<file path="src/rtl/u8u16_pkg.sv">
// ----------------------------------------------------------------------------
// UTF-8 to UTF-16 transcoder package
// Shared widths, constants and the queue entry type for the transcoder.
// ----------------------------------------------------------------------------
package u8u16_pkg;

	localparam int unsigned CP_W          = 21;
	localparam int unsigned QUEUE_DEPTH_D = 4;

	// Lead byte patterns and payload masks.
	localparam logic [7:0] LEAD2_MASK = 8'hE0;
	localparam logic [7:0] LEAD2_PAT  = 8'hC0;
	localparam logic [7:0] LEAD3_MASK = 8'hF0;
	localparam logic [7:0] LEAD3_PAT  = 8'hE0;
	localparam logic [7:0] LEAD4_MASK = 8'hF8;
	localparam logic [7:0] LEAD4_PAT  = 8'hF0;
	localparam logic [7:0] ASCII_LIM  = 8'h80;
	localparam logic [7:0] CONT_MASK  = 8'h3F;

	// (cp - 0x10000) >> 10 equals cp[20:10] - 0x40, so the high surrogate is
	// cp[20:10] + 0xD800 - 0x40 taken modulo 2^16.
	localparam logic [15:0] SURR_HI_BASE = 16'hD800 - 16'h0040;
	localparam logic [15:0] SURR_LO_BASE = 16'hDC00;
	localparam logic [9:0]  SURR_LO_MASK = 10'h3FF;

	typedef logic [CP_W-1:0] code_point_t;

	// One entry of the queue between front and back.
	typedef struct packed {
		code_point_t cp;       // completed code point, zero on a bare marker
		logic        has_unit; // a code point was completed by this byte
		logic        last;     // this byte closed the string
	} cp_entry_t;

endpackage

</file>
<file path="src/rtl/utf8_to_utf16_transcoder_top.sv">
// ----------------------------------------------------------------------------
// UTF-8 to UTF-16 transcoder
// Streams UTF-8 bytes in and UTF-16 code units out, one byte per cycle while the queue has room.
// ----------------------------------------------------------------------------
// Usage: bytes enter on the s_ group, one per request, with s_tlast on the
// final byte of a string. Units leave on the m_ group; m_tuser[0] says the
// request carries a unit, m_tuser[1] marks the last request caused by an
// input byte, and m_tlast marks the end of the string. A string end that
// completes no code point gives a bare marker with m_tuser[0] low.
// An accepted byte's first unit passes through the queue and then the output register.
// One byte is taken every cycle while the queue has room; a code point above
// 0xFFFF leaves as a surrogate pair, and the unit writer's single output
// register sets the output rate at one unit per cycle while the receiver is ready.
// A queue of QUEUE_DEPTH code points sits between decoder and writer; when the
// receiver stalls, the queue fills and s_tready falls once it is full.
// Reset clears the partial code point, empties the queue and clears the output valid flag.
// ----------------------------------------------------------------------------
module utf8_to_utf16_transcoder_top #(
	parameter int unsigned QUEUE_DEPTH = u8u16_pkg::QUEUE_DEPTH_D
) (
	input  logic        clk,
	input  logic        arst_n,
	input  logic        s_tvalid,
	output logic        s_tready,
	input  logic [7:0]  s_tdata,   // [7:0] in_byte
	input  logic        s_tlast,   // last_byte
	output logic        m_tvalid,
	input  logic        m_tready,
	output logic [15:0] m_tdata,   // [15:0] code_unit
	output logic [1:0]  m_tuser,   // [0] unit_valid, [1] last_of_run
	output logic        m_tlast    // string_end
);

	logic                 q_full;
	logic                 push;
	u8u16_pkg::cp_entry_t push_entry;
	logic                 pop;
	logic                 head_valid;
	u8u16_pkg::cp_entry_t head;

	u8u16_front u_front (
		.clk        (clk),
		.arst_n     (arst_n),
		.s_tvalid   (s_tvalid),
		.s_tready   (s_tready),
		.s_tdata    (s_tdata),
		.s_tlast    (s_tlast),
		.q_full     (q_full),
		.push       (push),
		.push_entry (push_entry)
	);

	u8u16_queue #(
		.DEPTH (QUEUE_DEPTH)
	) u_queue (
		.clk        (clk),
		.arst_n     (arst_n),
		.push       (push),
		.push_entry (push_entry),
		.full       (q_full),
		.pop        (pop),
		.head_valid (head_valid),
		.head       (head)
	);

	u8u16_back u_back (
		.clk        (clk),
		.arst_n     (arst_n),
		.head_valid (head_valid),
		.head       (head),
		.pop        (pop),
		.m_tvalid   (m_tvalid),
		.m_tready   (m_tready),
		.m_tdata    (m_tdata),
		.m_tuser    (m_tuser),
		.m_tlast    (m_tlast)
	);

endmodule

</file>
<file path="src/rtl/u8u16_front.sv">
// ----------------------------------------------------------------------------
// Transcoder front end
// Accepts UTF-8 bytes, assembles code points and queues completed ones and string ends.
// ----------------------------------------------------------------------------
module u8u16_front (
	input  logic                  clk,
	input  logic                  arst_n,
	input  logic                  s_tvalid,
	output logic                  s_tready,
	input  logic [7:0]            s_tdata,   // [7:0] in_byte
	input  logic                  s_tlast,   // last_byte
	input  logic                  q_full,
	output logic                  push,
	output u8u16_pkg::cp_entry_t  push_entry
);

	u8u16_pkg::code_point_t accum_q;
	logic [1:0]             remain_q;

	u8u16_pkg::code_point_t accum_n;
	logic [1:0]             remain_n;
	logic                   done;
	u8u16_pkg::code_point_t cp;
	logic                   fire;

	assign s_tready = !q_full;
	assign fire     = s_tvalid && s_tready;

	always_comb begin
		accum_n  = accum_q;
		remain_n = remain_q;
		done     = 1'b0;
		cp       = '0;
		if (remain_q != 2'd0) begin
			// Any byte counts as a continuation while bytes are owed.
			accum_n  = {accum_q[u8u16_pkg::CP_W-7:0], s_tdata[5:0] & u8u16_pkg::CONT_MASK[5:0]};
			remain_n = remain_q - 2'd1;
			if (remain_q == 2'd1) begin
				done = 1'b1;
				cp   = accum_n;
			end
		end else if (s_tdata < u8u16_pkg::ASCII_LIM) begin
			done = 1'b1;
			cp   = u8u16_pkg::CP_W'(s_tdata);
		end else if ((s_tdata & u8u16_pkg::LEAD2_MASK) == u8u16_pkg::LEAD2_PAT) begin
			accum_n  = u8u16_pkg::CP_W'(s_tdata[4:0]);
			remain_n = 2'd1;
		end else if ((s_tdata & u8u16_pkg::LEAD3_MASK) == u8u16_pkg::LEAD3_PAT) begin
			accum_n  = u8u16_pkg::CP_W'(s_tdata[3:0]);
			remain_n = 2'd2;
		end else if ((s_tdata & u8u16_pkg::LEAD4_MASK) == u8u16_pkg::LEAD4_PAT) begin
			accum_n  = u8u16_pkg::CP_W'(s_tdata[2:0]);
			remain_n = 2'd3;
		end
		if (done) begin
			accum_n = '0;
		end
		if (s_tlast) begin
			accum_n  = '0;
			remain_n = 2'd0;
		end
	end

	always_ff @(posedge clk or negedge arst_n) begin
		if (!arst_n) begin
			accum_q  <= '0;
			remain_q <= 2'd0;
		end else if (fire) begin
			accum_q  <= accum_n;
			remain_q <= remain_n;
		end
	end

	assign push                = fire && (done || s_tlast);
	assign push_entry.cp       = cp;
	assign push_entry.has_unit = done;
	assign push_entry.last     = s_tlast;

endmodule

</file>
<file path="src/rtl/u8u16_queue.sv">
// ----------------------------------------------------------------------------
// Transcoder code point queue
// Small circular queue that decouples the front end from the unit writer.
// ----------------------------------------------------------------------------
module u8u16_queue #(
	parameter int unsigned DEPTH = u8u16_pkg::QUEUE_DEPTH_D
) (
	input  logic                  clk,
	input  logic                  arst_n,
	input  logic                  push,
	input  u8u16_pkg::cp_entry_t  push_entry,
	output logic                  full,
	input  logic                  pop,
	output logic                  head_valid,
	output u8u16_pkg::cp_entry_t  head
);

	localparam int unsigned PTR_W = (DEPTH > 1) ? $clog2(DEPTH) : 1;
	localparam int unsigned CNT_W = $clog2(DEPTH + 1);
	localparam logic [PTR_W-1:0] LAST_PTR = PTR_W'(DEPTH - 1);
	localparam logic [CNT_W-1:0] FULL_CNT = CNT_W'(DEPTH);

	u8u16_pkg::cp_entry_t mem_q [DEPTH];
	logic [PTR_W-1:0]     wr_ptr_q;
	logic [PTR_W-1:0]     rd_ptr_q;
	logic [CNT_W-1:0]     count_q;

	assign full       = (count_q == FULL_CNT);
	assign head_valid = (count_q != '0);
	assign head       = mem_q[rd_ptr_q];

	always_ff @(posedge clk) begin
		if (push) begin
			mem_q[wr_ptr_q] <= push_entry;
		end
	end

	always_ff @(posedge clk or negedge arst_n) begin
		if (!arst_n) begin
			wr_ptr_q <= '0;
			rd_ptr_q <= '0;
			count_q  <= '0;
		end else begin
			if (push) begin
				wr_ptr_q <= (wr_ptr_q == LAST_PTR) ? '0 : wr_ptr_q + 1'b1;
			end
			if (pop) begin
				rd_ptr_q <= (rd_ptr_q == LAST_PTR) ? '0 : rd_ptr_q + 1'b1;
			end
			if (push && !pop) begin
				count_q <= count_q + 1'b1;
			end else if (pop && !push) begin
				count_q <= count_q - 1'b1;
			end
		end
	end

`ifndef NO_ASSERTIONS
	a_no_overflow: assert property (@(posedge clk) disable iff (!arst_n)
		push |-> !full)
		else $error("queue written while full");

	a_no_underflow: assert property (@(posedge clk) disable iff (!arst_n)
		pop |-> head_valid)
		else $error("queue read while empty");
`endif

endmodule

</file>
<file path="src/rtl/u8u16_back.sv">
// ----------------------------------------------------------------------------
// Transcoder unit writer
// Turns queued code points into UTF-16 units and end markers.
// ----------------------------------------------------------------------------
module u8u16_back (
	input  logic                  clk,
	input  logic                  arst_n,
	input  logic                  head_valid,
	input  u8u16_pkg::cp_entry_t  head,
	output logic                  pop,
	output logic                  m_tvalid,
	input  logic                  m_tready,
	output logic [15:0]           m_tdata,  // [15:0] code_unit
	output logic [1:0]            m_tuser,  // [0] unit_valid, [1] last_of_run
	output logic                  m_tlast   // string_end
);

	logic        m_tvalid_q;
	logic [15:0] unit_q;
	logic        unit_valid_q;
	logic        run_end_q;
	logic        str_end_q;
	logic        half_q;

	logic        load;
	logic        wide;
	logic        emit_high;
	logic [15:0] unit_n;

	assign load      = head_valid && (!m_tvalid_q || m_tready);
	assign wide      = head.has_unit && (head.cp[u8u16_pkg::CP_W-1:16] != '0);
	assign emit_high = wide && !half_q;
	assign pop       = load && !emit_high;

	always_comb begin
		if (!head.has_unit) begin
			unit_n = '0;
		end else if (emit_high) begin
			unit_n = 16'(head.cp[u8u16_pkg::CP_W-1:10]) + u8u16_pkg::SURR_HI_BASE;
		end else if (wide) begin
			unit_n = u8u16_pkg::SURR_LO_BASE | 16'(head.cp[9:0] & u8u16_pkg::SURR_LO_MASK);
		end else begin
			unit_n = head.cp[15:0];
		end
	end

	always_ff @(posedge clk or negedge arst_n) begin
		if (!arst_n) begin
			m_tvalid_q <= 1'b0;
			half_q     <= 1'b0;
		end else if (load) begin
			m_tvalid_q <= 1'b1;
			half_q     <= emit_high;
		end else if (m_tready) begin
			m_tvalid_q <= 1'b0;
		end
	end

	always_ff @(posedge clk) begin
		if (load) begin
			unit_q       <= unit_n;
			unit_valid_q <= head.has_unit;
			run_end_q    <= !emit_high;
			str_end_q    <= !emit_high && head.last;
		end
	end

	assign m_tvalid = m_tvalid_q;
	assign m_tdata  = unit_q;
	assign m_tuser  = {run_end_q, unit_valid_q};
	assign m_tlast  = str_end_q;

`ifndef NO_ASSERTIONS
	// The entry whose high surrogate went out stays at the queue head.
	a_half_holds_head: assert property (@(posedge clk) disable iff (!arst_n)
		half_q |-> head_valid && head.has_unit)
		else $error("surrogate pair lost its queue entry");

	a_high_unit_pending: assert property (@(posedge clk) disable iff (!arst_n)
		m_tvalid_q && !run_end_q |-> half_q)
		else $error("high surrogate shown without its low half pending");

	a_marker_shape: assert property (@(posedge clk) disable iff (!arst_n)
		m_tvalid_q && !unit_valid_q |-> run_end_q && str_end_q && (unit_q == '0))
		else $error("malformed end marker");
`endif

endmodule

</file>
<file path="config.mk">
export PLATFORM = sky130hd
export DESIGN_NAME = utf8_to_utf16_transcoder_top
export DESIGN_NICKNAME = d
export VERILOG_FILES = /design/src/rtl/u8u16_pkg.sv /design/src/rtl/utf8_to_utf16_transcoder_top.sv /design/src/rtl/u8u16_front.sv /design/src/rtl/u8u16_queue.sv /design/src/rtl/u8u16_back.sv
export SDC_FILE = /design/constraint.sdc
export NUM_CORES = 1
export LEC_CHECK = 0
export BUFFER_PORTS_ARGS = -buffer_cell sky130_fd_sc_hd__buf_2
export CAP_MARGIN = 20
export CORE_MARGIN = 2
export CORE_UTILIZATION = 60
export CTS_BUF_LIST = sky130_fd_sc_hd__clkbuf_8
export DETAILED_ROUTE_END_ITERATION = 12
export GPL_ROUTABILITY_DRIVEN = 0
export HOLD_SLACK_MARGIN = 0.06
export PLACE_DENSITY = 0.79
export SLEW_MARGIN = 25
export SYNTH_ARGS = -nofsm -noshare
export SYNTH_HDL_FRONTEND = slang
export SYNTH_HIERARCHICAL = 1
export SYNTH_SLANG_ARGS = --single-unit
export TNS_END_PERCENT = 30
</file>
<file path="constraint.sdc">
create_clock -name clk -period 8.5 [get_ports clk]
set_input_delay 2.125 -clock clk [delete_from_list [all_inputs] [get_ports clk]]
set_output_delay 2.125 -clock clk [all_outputs]
set_load 0.005 [all_outputs]
</file>
==> out/metrics.yaml, run 1 <==
clocking:
  cts_htree_levels: 4
  cts_hold_buf: 0
  clk_pin_slew_ns: 0.07
  post-cts-setup-buffers: 0
  cts_buffers: 17
  cts-root-buf: "clkbuf_8"
  clkLatencyLatePin_ns: 0.42
  cts.sinks: 137
  cts_buffer_depth: 2
  cts_resized: 0
  cts_tree: "built"
logic_synthesis:
  synth_ff_type: "edfxtp_1"
  ys_seq_elements: 137
  async_flop_share: 0.1898
  yosys_warnings: 6
  ys_seq_area_frac: 0.6938
  yosysUniqueCellTypes: 47
  synthCells: 332
  netlist_area_sq_um: 5742
  synth_edf_count: 111
  avgSynthCellArea_sq_um: 17.29
  syn-num-nets: 353
die:
  io_pins: 34
  die_area_sq_um: 10370
  die-width_um: 101.8
  rows: 35
  core_sq_um: 9284
  fp.dieH_um: 101.8
  initial_core_util: 0.6185
setup_path:
  cp.required_ns: 8.84
  crit_type: "in2reg"
  crit_path_start_kind: "primary input"
  cp_data_arrival_time_ns: 4.15
  endpoint_kind: "flop"
  critPathMaxFanout: 12
sta:
  tightest_slew_ns: 0.6583
  max_freq_mhz: 262.1
  finalHoldViolCount: 0
  finClkSkew_ns: 0.01273
  post-route-period-util: 0.4489
  setup_tns_ns: 0
  rsz0062_at_grt: "false"
  maxSlewHeadroom: 0.5607
  setup_viol: 0
  layout_min_cycle_time_ns: 3.815
  drv_slew: 0
detailed_routing:
  ant_nets: 0
  via_per_inst: 5.643
  drc: 0
  initialDrtViolationCount: 190
  drt-total-wl_mm: 9.709
  drtPass1Iterations: 4
  vias: 2895
  wl_per_cell_um: 18.93
place:
  numPortBuffers: 33
  dpl-instance-area_sq_um: 5954
  dpl.hpwl_mm: 6.618
power:
  p_total_mw: 2.040
  power_leakage_nw: 2.369
  vdd_drop_max_v: 0.0001710
  p_per_area_nw_per_um2: 323.3
worst_hold_path:
  hold_path_class: "reg2reg"
final_layout:
  final_common_cell: "edfxtp_1"
  final_area_sq_um: 6310
  drive_above_1_share: 0.2604
  final_nets: 392
  area_growth_pct: 9.893
  antenna_cells: 0
  final_cell_mix: "111 x edfxtp_1, 33 x buf_2, 26 x dfrtp_1"
global_route:
  grt_start_max_net_pins: 27
  first_global_vias: 2853
  grt_overflow: 0
  antenna_found_initial: 0
  grt_pass1_wl_mm: 15.00
  track_usage: 0.2021
run:
  drv_cap: 0
status:
  run_status: "finished clean"
-- metal layers --
layer | wire length [um] | GRT usage | part of all wire | vias up
met4 | 91 | 0.05128 | 0.0094 | 0
met3 | 465 | 0.05404 | 0.048 | 9
met2 | 4887 | 0.3350 | 0.50 | 89
li1 | - | - | - | 1343
met5 | 0 | 0 | 0 | -
met1 | 4265 | 0.2720 | 0.44 | 1454
-- synth_stat cells, types with 3 or more instances --
| library cell | count | area share |
|---|---|---|
| edfxtp_1 | 111 | 0.58 |
| dfrtp_1 | 26 | 0.11 |
| and2_1 | 25 | 0.027 |
| mux4_2 | 18 | 0.071 |
| nand2_1 | 18 | 0.012 |
| inv_1 | 17 | 0.011 |
| nor2_1 | 14 | 0.0092 |
| a22o_1 | 13 | 0.020 |
| mux2i_1 | 10 | 0.017 |
| ha_1 | 7 | 0.015 |
| a21oi_1 | 6 | 0.0052 |
| buf_4 | 6 | 0.0078 |
| o21ai_0 | 6 | 0.0052 |
| mux4_1 | 5 | 0.023 |
| mux2_2 | 4 | 0.0078 |
| buf_2 | 3 | 0.0026 |
| buf_6 | 3 | 0.0059 |
| nand2b_1 | 3 | 0.0033 |
| xor2_1 | 3 | 0.0046 |
-- critical path, cell delays in order --
cell and delay (ns):
buf_2 0.14, a21oi_4 0.25, nor2_1 0.07, nor2_1 0.38
ha_1 0.26, inv_1 0.07, fa_1 0.42, xor2_1 0.15
nor2_1 0.12, xor2_1 0.16
-- registers in the layout, indices dropped and copies added (netlist names) --
register and flops:
u_back/m_tlast 1, u_back/unit_valid_q 1, u_queue/wr_ptr_q 2, u_back/m_tdata 16
u_queue/rd_ptr_q 2, u_back/m_tvalid 1, u_queue/count_q 3, u_front/accum_q 15
u_queue/mem_q 92, u_back/run_end_q 1, u_front/remain_q 2, u_back/half_q 1
-- layout make-up --
class	count	area [sq um]
Fill cell	640	2974
Multi-Input combinational cell	161	1554
Inverter	18	67.56
Timing Repair Buffer	36	187.7
Sequential cell	137	3984
Clock inverter	14	107.6
Tap cell	129	161.4
Clock buffer	18	247.7
-- final timing paths --
kind,startpoint,slack [ns],depth (start not counted),to
setup / recovery,s_tdata[7],4.68,10,u_queue/count_q[2]
hold / removal,u_front/accum_q[9],0.51,1,u_front/accum_q[9]
setup reg to reg,u_queue/rd_ptr_q[0],4.88,12,u_queue/count_q[1]
hold reg to reg,u_front/accum_q[9],0.51,1,u_front/accum_q[9]
max in group asynchronous,arst_n,6.40,1,u_front/accum_q[9]
min in group asynchronous,arst_n,1.70,1,u_back/m_tvalid
-- metrics by stage --
step / cells / utilization / hold slack [ns] / worst slack, ns
5_1_grt: 513 / 0.6797 / 0.5338 / 4.502
4_1_cts: 513 / 0.6797 / 0.5057 / 4.718
3_5_place_dp: 481 / 0.6414 / 0.4954 / 4.271
3_3_place_gp: 481 / 0.6408 / 0.4690 / 4.194
6_report: 513 / 0.6797 / 0.5117 / 4.685
2_1_floorplan: 332 / - / 0.4491 / 4.711
-- power by group --
part	internal [mW]	total, mW	switching [mW]
Clock	0.234	0.463	0.229
Sequential	0.905	0.956	0.0510
Combinational	0.276	0.621	0.345
Total	1.41	2.04	0.625
-- kinds of logic after synthesis --
kind of cell,count (synthesis),synth area share
AO/OA/AOI/OAI,35,0.04816
multiplexers,38,0.1207
XOR/XNOR,5,0.007628
adder cells (fa/ha/maj),8,0.01874
buffers and inverters,34,0.03639
AND/OR/NAND/NOR,75,0.07453
flip-flops,137,0.6938
Note: power is estimated with default switching activity, not from simulation.
==> inputs of run 2 (changes only) <==
CORE_UTILIZATION = 57   (was 60)
PLACE_DENSITY = 0.78   (was 0.79)
clock period = 3.5 ns   (was 8.5 ns; I/O delays follow)
==> run 2 against run 1 <==
Effect of this change: final cell count rose by 2.1%; non-clock buffer count grew 7; flip-flop and latch count unchanged; first-iteration DRC count is 17% higher; clock skew hardly changed; via count grew 2.9%; utilization shrank 2.3 points; clock power rose to 2.8 times the previous value; total power increased to 2.5 times the previous value; highest routed layer unchanged; worst setup slack worse by 4.5 ns.
==> out/metrics.yaml, run 2 (synthesized netlist as in run 1, its figures left out) <==
global_route:
  grt_pass1_wl_mm: 16.57  # was 15.00 mm
  grt_overflow: 0  # unchanged
  grt_start_max_net_pins: 27  # unchanged
  first_global_vias: 3061  # was 2853
  antenna_found_initial: 0  # unchanged
  track_usage: 0.2054  # was 0.2021
detailed_routing:
  drtPass1Iterations: 4  # unchanged
  wl_per_cell_um: 19.69  # was 18.93 um
  via_per_inst: 5.685  # was 5.643
  drc: 0  # unchanged
  initialDrtViolationCount: 222  # was 190
  drt-total-wl_mm: 10.32  # was 9.709 mm
  ant_nets: 0  # unchanged
  vias: 2979  # was 2895
power:
  p_clk_frac: 0.252  # was 0.227
  p_per_area_nw_per_um2: 807.9  # was 323.3 nW/um^2
  p_comb_frac: 0.294  # was 0.304
  p_int_mw: 3.604  # was 1.415 mW
  vdd_drop_max_v: 0.0004053  # was 0.0001710 V
  p_sw_frac: 0.3050  # was 0.3064
  p_total_mw: 5.186  # was 2.040 mW
  power_switching_mw: 1.582  # was 0.6251 mW
  power_leakage_nw: 2.423  # was 2.369 nW
  seqPwrFrac: 0.454  # was 0.469
sta:
  finalHoldViolCount: 0  # unchanged
  maxSlewHeadroom: 0.5679  # was 0.5607
  layout_min_cycle_time_ns: 3.312
  setup_viol: 0  # unchanged
  setup_ws_ns: 0.1880  # was 4.685 ns
  finClkSkew_ns: 0.01297  # was 0.01273 ns
  drv_slew: 0  # unchanged
  max_freq_mhz: 301.9
  tightest_slew_ns: 0.6475  # was 0.6583 ns
  setup_tns_ns: 0  # unchanged
  rsz0062_at_grt: "false"  # unchanged
  post-route-period-util: 0.9463
clocking:
  cts.sinks: 137  # unchanged
  clkLatencyLatePin_ns: 0.44  # was 0.42 ns
  cts_resized: 0  # unchanged
  cts_buffers: 17  # unchanged
  cts_htree_levels: 4  # unchanged
  post-cts-setup-buffers: 0  # unchanged
  cts_buffer_depth: 2  # unchanged
  cts-root-buf: "clkbuf_8"  # unchanged
  cts_hold_buf: 0  # unchanged
  cts_tree: "built"  # unchanged
  clk_pin_slew_ns: 0.08  # was 0.07 ns
setup_path:
  endpoint_kind: "flop"  # unchanged
  critPathMaxFanout: 7  # was 12
  r2r_setup_slack_ns: 0.19  # was 4.88 ns
  cp.required_ns: 3.82  # was 8.84 ns
  r2r-end: "u_queue/count_q[1]"  # unchanged
  cp_data_arrival_time_ns: 3.63  # was 4.15 ns
  rr_startpoint: "u_queue/rd_ptr_q[0]"  # unchanged
  crit_path_start_kind: "flop"  # was primary input
  crit_type: "reg2reg"  # was in2reg
  reg2reg_depth: 10  # was 12
final_layout:
  antenna_cells: 0  # unchanged
  drive_above_1_share: 0.2660  # was 0.2604
  regArea_sq_um: 3984  # unchanged
  final_common_cell: "edfxtp_1"  # unchanged
  final_nets: 399  # was 392
  final_area_sq_um: 6419  # was 6310 sq um
  largest_register_ffs: 92  # unchanged
  final_cell_mix: "111 x edfxtp_1, 33 x buf_2, 26 x dfrtp_1"  # unchanged
  fin_cells: 524  # was 513
  multiInputGateArea_sq_um: 1549  # was 1554 sq um
  area_growth_pct: 11.79  # was 9.893%
  regMostFlops: "u_queue/mem_q"  # unchanged
  fillCellCount: 670  # was 640
status:
  run_status: "finished clean"  # unchanged
die:
  fp.dieH_um: 104.4  # was 101.8 um
  io_pins: 34  # unchanged
  core_sq_um: 9774  # was 9284 sq um
  die_area_sq_um: 10890  # was 10370 sq um
  die-width_um: 104.4  # was 101.8 um
  rows: 36  # was 35
  initial_core_util: 0.5874  # was 0.6185
place:
  dpl.cell_count: 492  # was 481
  numPortBuffers: 33  # unchanged
  dpl.hpwl_mm: 6.923  # was 6.618 mm
  dpl-instance-area_sq_um: 6007  # was 5954 sq um
  post-place-ws_ns: 0.2425  # was 4.271 ns
worst_hold_path:
  hold_path_class: "in2async"  # was reg2reg
run:
  drv_cap: 0  # unchanged
==> run 2: changes by cell type in the layout (fill, tap and decap cells not counted) <==
cell | previous run | this run
inv_1 | 17 | 18
bufinv_16 | 1 | 3
clkbuf_8 | 18 | 17
clkinv_1 | 2 | 0
clkinv_2 | 6 | 2
and2_1 | 21 | 25
buf_4 | 3 | 10
and2_2 | 4 | 0
inv_6 | 0 | 2
clkinv_4 | 2 | 3
clkinvlp_4 | 3 | 4
==> run 2: power groups by stage <==
stage	Clock, mW	Sequential, mW	Combinational [mW]
after floorplan	0	2.34	1.18
after global placement	0	2.37	1.48
after detailed placement	0	2.39	1.53
after CTS	1.33	2.36	1.54
after global routing	1.39	2.39	1.67
final	1.31	2.35	1.52
==> run 2: through the flow <==
step / utilization / hold WS [ns]
after floorplan: - / 0.4491
after global placement: 0.6146 / 0.4712
after detailed placement: 0.6146 / 0.4793
after CTS: 0.6567 / 0.4410
after global routing: 0.6567 / 0.4807
final: 0.6567 / 0.4490
==> run 2: area by class of cell <==
type | count | share of cell area
sequential | 137 | 0.6207
multi-input combinational | 161 | 0.2413
timing repair buffer | 43 | 0.03743
clock buffer | 17 | 0.03645
clock inverter | 15 | 0.02768
tap | 133 | 0.02593
inverter | 18 | 0.01053
==> run 2: how the worst max path moves through the flow <==
stage,start,to,cells after the start
global placement,u_queue/rd_ptr_q[0],u_queue/count_q[1],10
finish,u_queue/rd_ptr_q[0],u_queue/count_q[1],10
floorplan,u_queue/rd_ptr_q[0],u_queue/count_q[1],14
detailed placement,u_queue/rd_ptr_q[0],u_queue/count_q[1],10
global route,u_queue/rd_ptr_q[0],u_queue/count_q[1],10
CTS,u_queue/rd_ptr_q[0],u_queue/count_q[1],10
==> run 2: worst max-delay path, cell delays in order, from the launching register on <==
cell and delay (ns):
dfrtp_1 0.58, buf_4 0.24, mux4_2 0.57, nor4b_4 0.36
nor3_2 0.08, nor2_1 0.28, inv_1 0.08, ha_1 0.22
inv_1 0.08, fa_1 0.41, mux2_2 0.28
==> run 2: per-layer routing <==
metal / global-route usage / wire (um) / up-vias
met1: 0.2802 / 4333 / 1515
met5: 0 / 0 / -
met3: 0.05890 / 631 / 7
met2: 0.3296 / 5269 / 108
li1: - / - / 1349
met4: 0.05212 / 86 / 0
==> inputs of run 3 (changes only) <==
HOLD_SLACK_MARGIN = not set   (was 0.06)
PLACE_DENSITY = not set   (was 0.78)
PLACE_DENSITY_LB_ADDON = 0.25   (was not set)
==> run 3 against run 2 <==
Effect of this change: first-iteration DRC count down 0.45%; sequential share of layout area is 0.072 points lower; count of clock-buffer cells in the layout rose by 3; maximum frequency up 5.2%; flip-flop and latch count unchanged; via count fell by 2.5%; non-clock buffer count shrank 2; critical path type unchanged; critical endpoint unchanged; largest power group unchanged.
==> out/metrics.yaml, run 3 (synthesized netlist as in run 1, its figures left out) <==
status:
  run_status: "finished clean"  # unchanged
power:
  vdd_drop_max_v: 0.0003769  # was 0.0004053 V
  p_per_area_nw_per_um2: 805.8  # was 807.9 nW/um^2
  power_leakage_nw: 2.447  # was 2.423 nW
setup_path:
  cp_data_arrival_time_ns: 3.47  # was 3.63 ns
  critPathMaxFanout: 24  # was 7
  crit_type: "reg2reg"  # unchanged
  crit_path_start_kind: "flop"  # unchanged
  endpoint_kind: "flop"  # unchanged
  cp.required_ns: 3.82  # about the same
detailed_routing:
  via_per_inst: 5.567  # was 5.685
  vias: 2906  # was 2979
  ant_nets: 0  # unchanged
  initialDrtViolationCount: 221  # was 222
  drc: 0  # unchanged
  drtPass1Iterations: 4  # unchanged
  drt-total-wl_mm: 9.800  # was 10.32 mm
  wl_per_cell_um: 18.77  # was 19.69 um
global_route:
  grt_overflow: 0  # unchanged
  track_usage: 0.1974  # was 0.2054
  grt_start_max_net_pins: 27  # unchanged
  grt_pass1_wl_mm: 15.82  # was 16.57 mm
  antenna_found_initial: 0  # unchanged
  first_global_vias: 2835  # was 3061
clocking:
  clk_pin_slew_ns: 0.08  # about the same
  cts_resized: 0  # unchanged
  cts_tree: "built"  # unchanged
  clkLatencyLatePin_ns: 0.44  # about the same
  cts_htree_levels: 4  # unchanged
  cts-root-buf: "clkbuf_8"  # unchanged
  cts_hold_buf: 0  # unchanged
  cts.sinks: 137  # unchanged
  post-cts-setup-buffers: 0  # unchanged
  cts_buffers: 17  # unchanged
  cts_buffer_depth: 2  # unchanged
final_layout:
  drive_above_1_share: 0.2545  # was 0.2660
  final_common_cell: "edfxtp_1"  # unchanged
  final_nets: 397  # was 399
  largest_register_ffs: 92  # unchanged
  antenna_cells: 0  # unchanged
  regMostFlops: "u_queue/mem_q"  # unchanged
  area_growth_pct: 11.92  # was 11.79%
  final_cell_mix: "111 x edfxtp_1, 33 x buf_2, 26 x dfrtp_1"  # unchanged
  final_util: 0.6575  # was 0.6567
sta:
  maxSlewHeadroom: 0.5728  # was 0.5679
  finalHoldViolCount: 0  # unchanged
  drv_slew: 0  # unchanged
  max_freq_mhz: 317.6  # was 301.9 MHz
  tightest_slew_ns: 0.6409  # was 0.6475 ns
  finClkSkew_ns: 0.01656  # was 0.01297 ns
  post-route-period-util: 0.8997  # was 0.9463
  setup_tns_ns: 0  # unchanged
  setup_viol: 0  # unchanged
  layout_min_cycle_time_ns: 3.149  # was 3.312 ns
  rsz0062_at_grt: "false"  # unchanged
  whs_ns: 0.4490  # about the same
place:
  numPortBuffers: 33  # unchanged
  dpl.hpwl_mm: 6.348  # was 6.923 mm
die:
  die_area_sq_um: 10890  # unchanged
  fp.dieH_um: 104.4  # unchanged
  rows: 36  # unchanged
  initial_core_util: 0.5874  # unchanged
  die-width_um: 104.4  # unchanged
  core_sq_um: 9774  # unchanged
  io_pins: 34  # unchanged
run:
  drv_cap: 0  # unchanged
worst_hold_path:
  hold_path_class: "in2async"  # unchanged
-- run 3: cell types whose count changed in the layout (fill, tap and decap cells not counted) --
cell        before  now
clkbuf_8        17   20
clkinv_2         2    3
clkinvlp_4       4    1
inv_6            2    0
clkinv_4         3    0
inv_1           18   21
buf_12           0    2
buf_4           10    6
inv_4            0    1
-- run 3: where the power goes --
group / internal [mW] / leakage (nW) / switching [mW] / total, mW
combinational: 0.716 / 0.833 / 0.827 / 1.54
sequential: 2.20 / 1.39 / 0.135 / 2.33
clock: 0.748 / 0.224 / 0.557 / 1.30
total: 3.66 / 2.45 / 1.52 / 5.18
-- run 3: worst paths after layout --
path	start	endpoint	slack, ns	cells after the start
min in group clk	u_queue/count_q[2]	u_queue/count_q[2]	0.49	1
hold / removal	arst_n	u_queue/wr_ptr_q[1]	0.45	1
max in group asynchronous	arst_n	u_front/accum_q[11]	2.61	1
setup reg to reg	u_queue/rd_ptr_q[0]	u_queue/count_q[1]	0.35	10
hold reg to reg	u_queue/count_q[2]	u_queue/count_q[2]	0.49	1
setup / recovery	u_queue/rd_ptr_q[0]	u_queue/count_q[1]	0.35	10
-- run 3: critical path: stages, from the launching register on --
cell and delay, ns:
dfrtp_1 0.46, buf_12 0.25, mux4_2 0.62, nor4b_4 0.31, nor3_2 0.08, nor2_1 0.28, inv_1 0.09, ha_1 0.21
inv_1 0.08, fa_1 0.39, mux2_2 0.26
-- run 3: layout make-up --
type | count | area [sq um]
multi-input combinational | 161 | 1549
fill | 677 | 3348
tap | 133 | 166.4
sequential | 137 | 3984
timing repair buffer | 41 | 250.2
clock inverter | 12 | 133.9
inverter | 18 | 67.56
clock buffer | 20 | 275.3
-- run 3: metrics by stage --
step                power [mW]  worst slack, ns  cell area (sq um)  cells
finish                   5.178           0.3511               6426    522
global route             5.459           0.1714               6426    522
CTS                      5.220           0.3085               6426    522
detailed placement       3.904           0.3491               6017    490
global placement         3.880           0.3851               6017    490
floorplan                3.514           0.2404               5742    332
-- run 3: per-layer routing --
layer | global-route usage | share of wire
met3 | 0.05514 | 0.067
met1 | 0.2803 | 0.44
met2 | 0.2955 | 0.48
met5 | 0 | 0
met4 | 0.07239 | 0.013
